[config.mk]
export PLATFORM = sky130hd
export DESIGN_NAME = reader_writer_range_lock_table_core
export DESIGN_NICKNAME = d
export VERILOG_FILES = /design/src/rwrl_pkg.sv /design/src/reader_writer_range_lock_table_core.sv
export SDC_FILE = /design/constraint.sdc
export NUM_CORES = 2
export LEC_CHECK = 0
export BUFFER_PORTS_ARGS = -buffer_cell sky130_fd_sc_hd__buf_2
export CAP_MARGIN = 20
export CORE_MARGIN = 5
export CORE_UTILIZATION = 57
export CTS_CLUSTER_SIZE = 20
export DETAILED_ROUTE_END_ITERATION = 10
export HOLD_SLACK_MARGIN = 0.02
export PLACE_DENSITY = 0.75
export RECOVER_POWER = 100
export SYNTH_ARGS = -nofsm -noshare
export SYNTH_HDL_FRONTEND = slang
export SYNTH_SLANG_ARGS = --single-unit
[constraint.sdc]
create_clock -name clock -period 11.8 [get_ports clock]
set_clock_uncertainty 0.15 [all_clocks]
set_input_delay 1.18 -clock clock [delete_from_list [all_inputs] [get_ports clock]]
set_output_delay 1.18 -clock clock [all_outputs]
set_load 0.1 [all_outputs]
[src/rwrl_pkg.sv]
// Package for the reader/writer range lock table.
// Holds the request and response types and the command and outcome codes.
// No dependencies.
package rwrl_pkg;

   localparam logic [2:0] FUNC_RLOCK   = 3'd0;
   localparam logic [2:0] FUNC_WLOCK   = 3'd1;
   localparam logic [2:0] FUNC_RTRY    = 3'd2;
   localparam logic [2:0] FUNC_WTRY    = 3'd3;
   localparam logic [2:0] FUNC_RUNLOCK = 3'd4;
   localparam logic [2:0] FUNC_WUNLOCK = 3'd5;
   localparam logic [2:0] FUNC_DOWN    = 3'd6;
   localparam logic [2:0] FUNC_CANCEL  = 3'd7;

   localparam logic [1:0] OUT_DONE   = 2'd0;
   localparam logic [1:0] OUT_WAIT   = 2'd1;
   localparam logic [1:0] OUT_BUSY   = 2'd2;
   localparam logic [1:0] OUT_REJECT = 2'd3;

   localparam logic KIND_ACK  = 1'b0;
   localparam logic KIND_WAKE = 1'b1;

   localparam logic [4:0] HOLD_MAX = 5'd31;

   typedef struct packed {
      logic [2:0]  func;
      logic [3:0]  slot;
      logic [31:0] range_start;
      logic [31:0] range_last;
   } req_type;

   typedef struct packed {
      logic       kind;
      logic [3:0] target_slot;
      logic [1:0] outcome;
      logic [4:0] blockers;
      logic [4:0] write_holds;
      logic       last_of_run;
   } rsp_type;

endpackage

[src/reader_writer_range_lock_table_core.sv]
// Reader/writer range lock table, top level.
// Uses rwrl_pkg for request/response types and codes.
//
// One request at a time: busy stays high from acceptance until the last
// response has been shown. A request rejected before the scan passes
// through ST_RDME, ST_DECIDE and ST_ACK. Unlock, downgrade and cancel pass
// through ST_RDME, ST_DECIDE, a scan of all entries and ST_ACK, then step
// through the slots in ST_WAKE from slot 0 up to the highest woken slot
// while wake notices go out. A lock request that reaches the scan adds
// ST_FIN after it, which writes the new entry unless the outcome is busy.
// The overlap scan runs through the entry memory one entry per cycle.
// Responses appear on rsp_data with rsp_valid high for a single cycle each
// and cannot be held off: the acknowledgement first, then wake notices in
// ascending slot order, last_of_run marking the final one.
module reader_writer_range_lock_table_core #(
   parameter int ENTRIES    = 16,
   parameter int RANGE_BITS = 32,
   parameter int ORDER_BITS = 32
) (
   input  logic              clock,
   input  logic              reset,
   input  logic              start,
   output logic              busy,
   input  rwrl_pkg::req_type req_data,
   output logic              rsp_valid,
   output rwrl_pkg::rsp_type rsp_data
);

   localparam int IDX_W = $clog2(ENTRIES);
   localparam int CNT_W = $clog2(ENTRIES + 1);

   localparam logic [2:0] ST_IDLE   = 3'd0;
   localparam logic [2:0] ST_RDME   = 3'd1;
   localparam logic [2:0] ST_DECIDE = 3'd2;
   localparam logic [2:0] ST_SCAN   = 3'd3;
   localparam logic [2:0] ST_FIN    = 3'd4;
   localparam logic [2:0] ST_ACK    = 3'd5;
   localparam logic [2:0] ST_WAKE   = 3'd6;

   typedef struct packed {
      logic [RANGE_BITS-1:0] start_pos;
      logic [RANGE_BITS-1:0] end_pos;
      logic                  is_reader;
      logic [ORDER_BITS-1:0] order;
      logic [4:0]            blockers;
   } entry_type;

   entry_type mem [ENTRIES];
   entry_type rd_q;
   logic [IDX_W-1:0] rd_addr, wr_addr;
   logic             wr_en;
   entry_type        wr_data;

   logic [2:0]            state_ff, state_in;
   rwrl_pkg::req_type     req_ff;
   logic [ENTRIES-1:0]    valid_ff, valid_in;
   logic [ENTRIES-1:0]    woke_ff, woke_in;
   logic [ORDER_BITS-1:0] arrival_ff, arrival_in;
   logic [4:0]            hold_ff, hold_in;
   logic [IDX_W:0]        scan_ff, scan_in;
   logic                  pv_ff, pv_in;
   logic [IDX_W-1:0]      pidx_ff, pidx_in;
   logic [CNT_W-1:0]      cnt_ff, cnt_in;
   logic [RANGE_BITS-1:0] rs_ff, rs_in, rl_ff, rl_in;
   logic                  me_rd_ff, me_rd_in;
   logic [ORDER_BITS-1:0] me_ord_ff, me_ord_in;
   logic [1:0]            outc_ff, outc_in;
   logic [4:0]            ackb_ff, ackb_in;
   logic [IDX_W-1:0]      widx_ff, widx_in;

   logic [IDX_W-1:0]      me;
   logic [RANGE_BITS-1:0] req_s, req_l;
   logic                  in_range, v, is_lock, lock_rd, ov, hit, later;
   logic [ORDER_BITS-1:0] odiff;
   logic [ENTRIES-1:0]    wbit;

   assign me      = IDX_W'(req_ff.slot);
   assign req_s   = RANGE_BITS'(req_ff.range_start);
   assign req_l   = RANGE_BITS'(req_ff.range_last);
   assign in_range = {28'd0, req_ff.slot} < 32'(ENTRIES);
   assign v       = in_range && valid_ff[me];
   assign is_lock = (req_ff.func == rwrl_pkg::FUNC_RLOCK) || (req_ff.func == rwrl_pkg::FUNC_WLOCK)
                 || (req_ff.func == rwrl_pkg::FUNC_RTRY) || (req_ff.func == rwrl_pkg::FUNC_WTRY);
   assign lock_rd = (req_ff.func == rwrl_pkg::FUNC_RLOCK) || (req_ff.func == rwrl_pkg::FUNC_RTRY);
   assign ov      = (rd_q.start_pos <= rl_ff) && (rs_ff <= rd_q.end_pos);
   assign odiff   = rd_q.order - me_ord_ff;
   assign later   = (odiff != '0) && !odiff[ORDER_BITS-1];
   assign wbit    = ENTRIES'(1) << widx_ff;

   // Filter for the entry under scan
   always_comb begin
      hit = 1'b0;
      if (pv_ff && pidx_ff != me && valid_ff[pidx_ff] && ov) begin
         unique case (req_ff.func)
            rwrl_pkg::FUNC_RUNLOCK: hit = !rd_q.is_reader;
            rwrl_pkg::FUNC_WUNLOCK: hit = 1'b1;
            rwrl_pkg::FUNC_DOWN:    hit = rd_q.is_reader;
            rwrl_pkg::FUNC_CANCEL:  hit = !(me_rd_ff && rd_q.is_reader) && later;
            default:                hit = !lock_rd || !rd_q.is_reader;
         endcase
      end
   end

   always_comb begin
      state_in   = state_ff;
      valid_in   = valid_ff;
      woke_in    = woke_ff;
      arrival_in = arrival_ff;
      hold_in    = hold_ff;
      scan_in    = scan_ff;
      pv_in      = 1'b0;
      pidx_in    = pidx_ff;
      cnt_in     = cnt_ff;
      rs_in      = rs_ff;
      rl_in      = rl_ff;
      me_rd_in   = me_rd_ff;
      me_ord_in  = me_ord_ff;
      outc_in    = outc_ff;
      ackb_in    = ackb_ff;
      widx_in    = widx_ff;
      rd_addr    = me;
      wr_en      = 1'b0;
      wr_addr    = me;
      wr_data    = rd_q;
      rsp_valid  = 1'b0;
      rsp_data   = '0;
      rsp_data.write_holds = hold_ff;

      unique case (state_ff)
         ST_IDLE: begin
            if (start) state_in = ST_RDME;
         end
         ST_RDME: begin
            state_in = ST_DECIDE;
         end
         ST_DECIDE: begin
            woke_in  = '0;
            cnt_in   = '0;
            scan_in  = '0;
            outc_in  = rwrl_pkg::OUT_REJECT;
            ackb_in  = v ? rd_q.blockers : 5'd0;
            state_in = ST_ACK;
            me_rd_in  = rd_q.is_reader;
            me_ord_in = rd_q.order;
            rs_in     = rd_q.start_pos;
            rl_in     = rd_q.end_pos;
            if (is_lock) begin
               rs_in = req_s;
               rl_in = req_l;
               if (in_range && !v && req_s <= req_l) state_in = ST_SCAN;
            end else if (req_ff.func == rwrl_pkg::FUNC_CANCEL) begin
               if (v && rd_q.blockers != 5'd0) begin
                  valid_in[me] = 1'b0;
                  outc_in  = rwrl_pkg::OUT_DONE;
                  ackb_in  = 5'd0;
                  state_in = ST_SCAN;
               end
            end else if (v && rd_q.blockers == 5'd0 &&
                         rd_q.is_reader == (req_ff.func == rwrl_pkg::FUNC_RUNLOCK)) begin
               if (req_ff.func != rwrl_pkg::FUNC_DOWN) valid_in[me] = 1'b0;
               if (req_ff.func != rwrl_pkg::FUNC_RUNLOCK && hold_ff != 5'd0)
                  hold_in = hold_ff - 5'd1;
               if (req_ff.func == rwrl_pkg::FUNC_DOWN) begin
                  wr_en = 1'b1;
                  wr_data.is_reader = 1'b1;
               end
               outc_in  = rwrl_pkg::OUT_DONE;
               ackb_in  = 5'd0;
               state_in = ST_SCAN;
            end
         end
         ST_SCAN: begin
            // issue the next read while processing the previous entry
            rd_addr = scan_ff[IDX_W-1:0];
            if (scan_ff != (IDX_W+1)'(ENTRIES)) begin
               pv_in   = 1'b1;
               pidx_in = scan_ff[IDX_W-1:0];
               scan_in = scan_ff + (IDX_W+1)'(1);
            end
            if (hit) begin
               if (is_lock) begin
                  cnt_in = cnt_ff + CNT_W'(1);
               end else if (rd_q.blockers != 5'd0) begin
                  wr_en   = 1'b1;
                  wr_addr = pidx_ff;
                  wr_data.blockers = rd_q.blockers - 5'd1;
                  if (rd_q.blockers == 5'd1) begin
                     woke_in[pidx_ff] = 1'b1;
                     if (!rd_q.is_reader && hold_ff != rwrl_pkg::HOLD_MAX)
                        hold_in = hold_ff + 5'd1;
                  end
               end
            end
            if (!pv_ff && scan_ff == (IDX_W+1)'(ENTRIES))
               state_in = is_lock ? ST_FIN : ST_ACK;
         end
         ST_FIN: begin
            state_in = ST_ACK;
            if (!lock_rd && req_ff.func != rwrl_pkg::FUNC_WLOCK && cnt_ff != '0) begin
               outc_in = rwrl_pkg::OUT_BUSY;
               ackb_in = 5'd0;
            end else if (req_ff.func == rwrl_pkg::FUNC_RTRY && cnt_ff != '0) begin
               outc_in = rwrl_pkg::OUT_BUSY;
               ackb_in = 5'd0;
            end else begin
               wr_en             = 1'b1;
               wr_data.start_pos = rs_ff;
               wr_data.end_pos   = rl_ff;
               wr_data.is_reader = lock_rd;
               wr_data.order     = arrival_ff;
               wr_data.blockers  = 5'(cnt_ff);
               valid_in[me] = 1'b1;
               arrival_in   = arrival_ff + ORDER_BITS'(1);
               ackb_in      = 5'(cnt_ff);
               if (cnt_ff == '0) begin
                  outc_in = rwrl_pkg::OUT_DONE;
                  if (!lock_rd && hold_ff != rwrl_pkg::HOLD_MAX) hold_in = hold_ff + 5'd1;
               end else begin
                  outc_in = rwrl_pkg::OUT_WAIT;
               end
            end
         end
         ST_ACK: begin
            rsp_valid            = 1'b1;
            rsp_data.kind        = rwrl_pkg::KIND_ACK;
            rsp_data.target_slot = req_ff.slot;
            rsp_data.outcome     = outc_ff;
            rsp_data.blockers    = ackb_ff;
            rsp_data.last_of_run = (woke_ff == '0);
            widx_in  = '0;
            state_in = (woke_ff == '0) ? ST_IDLE : ST_WAKE;
         end
         ST_WAKE: begin
            widx_in = widx_ff + IDX_W'(1);
            if ((woke_ff & wbit) != '0) begin
               rsp_valid            = 1'b1;
               rsp_data.kind        = rwrl_pkg::KIND_WAKE;
               rsp_data.target_slot = 4'(widx_ff);
               rsp_data.outcome     = rwrl_pkg::OUT_DONE;
               rsp_data.last_of_run = ((woke_ff & ~wbit) == '0);
               woke_in = woke_ff & ~wbit;
               if ((woke_ff & ~wbit) == '0) state_in = ST_IDLE;
            end
         end
         default: state_in = ST_IDLE;
      endcase
   end

   assign busy = (state_ff != ST_IDLE);

   always_ff @(posedge clock) begin
      if (wr_en) mem[wr_addr] <= wr_data;
      rd_q <= mem[rd_addr];
   end

   always_ff @(posedge clock) begin
      if (reset) begin
         state_ff   <= ST_IDLE;
         valid_ff   <= '0;
         woke_ff    <= '0;
         arrival_ff <= '0;
         hold_ff    <= '0;
         pv_ff      <= 1'b0;
      end else begin
         state_ff   <= state_in;
         valid_ff   <= valid_in;
         woke_ff    <= woke_in;
         arrival_ff <= arrival_in;
         hold_ff    <= hold_in;
         pv_ff      <= pv_in;
      end
   end

   always_ff @(posedge clock) begin
      if (state_ff == ST_IDLE && start) req_ff <= req_data;
      scan_ff   <= scan_in;
      pidx_ff   <= pidx_in;
      cnt_ff    <= cnt_in;
      rs_ff     <= rs_in;
      rl_ff     <= rl_in;
      me_rd_ff  <= me_rd_in;
      me_ord_ff <= me_ord_in;
      outc_ff   <= outc_in;
      ackb_ff   <= ackb_in;
      widx_ff   <= widx_in;
   end

endmodule
==> results.json <==
{
  "wl_per_cell_um": 27.17,
  "slew_violations": 1041,
  "rsz0062_at_grt": "no",
  "p_int_uw": 12650,
  "met1_length_um": 76210,
  "syn_to_final_growth_pct": 11.25,
  "finalHoldViolCount": 0,
  "place_inst": 6672,
  "layout.cells.non_filler": 7047,
  "die_h_um": 388.3,
  "min_path_type": "reg2reg",
  "start_util_pct": 57.48,
  "worstSetupEndpointType": "register",
  "clk_path_buf_depth": 3,
  "cts_tree": "built",
  "routabilityCongestion": 0.8923,
  "drv_cap": 29,
  "clock-root-buffer": "clkbuf_16",
  "combPwrFrac_pct": 13.7,
  "drtAntennaViolNets": 0,
  "postCtsSetupRepairBufs": 0,
  "power.switching_uw": 4320,
  "fin_hold_ws_ns": 0.2796,
  "synth_top_family_by_area": "multiplexers",
  "io-pin-count": 94,
  "synth_xor_area_share_pct": 0.5260,
  "synth_fp_nets": 5065,
  "pwr-share-seq_pct": 49.9,
  "period_minus_slack_ns": 8.888,
  "wl_met3_um": 17500,
  "overflow": 0,
  "synth_compound_area_share_pct": 5.363,
  "cts.sinks": 2000,
  "syn_inst": 4845,
  "via_count": 45188,
  "synthMuxAreaShare_pct": 12.28,
  "place_hpwl_um": 107300,
  "clkTransAtPathRegs_ns": 0.06,
  "port_buffers": 93,
  "slew_headroom_pct": -189.8,
  "tritoncts.num_buffers": 190,
  "antenna_found_initial": 4,
  "synth_largest_area_cell": "edfxtp_1",
  "nets": 5206,
  "drc": 0,
  "cts_htree_levels": 4,
  "outcome": "finished, violations left",
  "synth_ff_type": "edfxtp_1",
  "synth-adder-area-share_pct": 2.258,
  "top_layer_used": "met4",
  "wl_met2_um": 93060,
  "drt_iter0_markers": 4828,
  "ys.warnings.count": 0,
  "ys_types": 80,
  "cp-start-kind": "register",
  "synth.area.top_cells": "edfxtp_1 (67%), mux4_2 (12%), dfxtp_1 (4.3%)",
  "grt_usage_pct": 25.35,
  "routed_wl_um": 191500,
  "clkPwrFrac_pct": 36.4,
  "tightest_slew_ns": 4.347,
  "synth-edff-count": 1825,
  "layout_common_cells": "edfxtp_1 (1825), nand2_1 (570), mux4_2 (417), clkbuf_16 (192), inv_1 (182)",
  "async_flop_share_pct": 0,
  "fp.dieW_um": 388.3,
  "total_leakage_power_uw": 0.03003,
  "synth-seq-cells": 2000,
  "peakVddDrop_mv": 0.1709,
  "fin_tns_setup_ns": 0,
  "p_per_area_nw_per_um2": 187.0,
  "seq_area_frac_synth_pct": 71.47,
  "grt_pass1_wl_um": 289100,
  "synth-simple-area-share_pct": 6.087,
  "viasPerCell": 6.412,
  "setup_ws_ns": 2.912,
  "first_pass_iters": 6,
  "syn_avg_cell_area_um2": 16.84,
  "grt_max_degree": 142,
  "fmax_mhz": 112.5,
  "coreArea_um2": 141900,
  "setup_viol": 0,
  "dieArea_um2": 150800,
  "switching_share_pct": 25.45,
  "crit_arrival_ns": 9.15,
  "netlist_area_um2": 81580,
  "dpl_worst_slack_ns": 5.264,
  "critical_path_class": "reg2reg",
  "worstPathMaxFanout": 52,
  "final_common_cell": "edfxtp_1",
  "fp-row-count": 138,
  "synth_top_area_share_pct": 67.17,
  "min_period_over_period_pct": 75.33,
  "grt_pass1_vias": 45320,
  "cts_resized": 0,
  "worstSkewPairLatency_ns": 0.82,
  "cp.required_ns": 12.07,
  "postCtsHoldBufs": 0,
  "failed_checks": "max-capacitance violations, max-slew violations",
  "drive_above_1_share_pct": 17.28
}
==> cell families (layout without fill, tap and decap cells) <==
kind of cell | after synthesis | count (layout)
flip-flops | 2000 | 2000
AND/OR/NAND/NOR | 1080 | 1080
AO/OA/AOI/OAI | 660 | 660
multiplexers | 475 | 475
buffers and inverters | 435 | 745
adder cells (fa/ha/maj) | 146 | 146
XOR/XNOR | 49 | 49
other | 0 | 2
==> Yosys cell counts (all sizes together), types with 24 or more instances <==
master	n
a21oi	108
and2	113
clkbuf	170
and3	24
a211oi	130
nand2	570
o21ai	126
ha	144
a21o	30
nand3	59
mux2i	24
nand4	39
nor2	135
xor2	29
mux2	34
edfxtp	1825
a31oi	117
nor3	30
dfxtp	175
inv	183
buf	82
mux4	417
==> final timing paths <==
path                  endpoint  slack [ns]       start  cells after the start
hold / removal    me_ord_ff[0]        0.28     rd_q[5]                      0
setup reg to reg    mem[7][12]        2.91  req_ff[70]                     11
hold reg to reg   me_ord_ff[0]        0.28     rd_q[5]                      0
setup / recovery    mem[7][12]        2.91  req_ff[70]                     11
==> metal layers <==
metal  global-route usage [%]  vias up
li1                         -    19376
met1                    36.84    23153
met2                    40.91     2329
met3                    4.042      330
met4                    6.580        0
met5                        0        -
==> worst max-delay path, cell delays in order (launching register included) <==
cell and delay, ns:
edfxtp_1 0.31, clkbuf_1 1.38, nor2_1 0.33, nand2_1 0.16
nand4_1 0.43, a221o_1 0.65, nor3_1 0.25, clkbuf_1 0.70
nor2_1 0.77, o32ai_4 0.45, clkbuf_1 1.80, buf_4 1.00
==> state kept, by name (all words and copies together), names as in the netlist, 16 cells and up, named ones only <==
name	cells
rd_q	102
req_l	32
arrival_ff	32
rs_ff	32
woke_ff	16
mem	1632
rl_ff	32
req_s	32
me_ord_ff	32
==> power groups by stage <==
| stage | sequential [uW] | clock [uW] | combinational, uW |
|---|---|---|---|
| after global routing | 8490 | 6590 | 2530 |
| after CTS | 8460 | 6260 | 2300 |
| final | 8480 | 6180 | 2320 |
| after detailed placement | 8610 | 0 | 2280 |
| after floorplan | 8530 | 0 | 1570 |
| after global placement | 8600 | 0 | 2230 |
==> stage by stage <==
step                      instance area (um^2)  utilization [%]  total power [uW]
final                                    90760            63.94             16970
after detailed placement                 84710            59.68             10890
after floorplan                          81580                -             10100
after CTS                                91130            64.21             17030
after global routing                     90750            63.94             17610
after global placement                   84700            59.68             10840
==> cell type report <==
class / instances / area (um^2)
Fill cell: 9553 / 51170
Tap cell: 1890 / 2365
Antenna cell: 2 / 5.005
Inverter: 183 / 688.2
Multi-Input combinational cell: 2410 / 21840
Timing Repair Buffer: 201 / 1139
Clock buffer: 246 / 5167
Clock inverter: 115 / 1251
Sequential cell: 2000 / 58310
(Power assumes the default switching activity.)
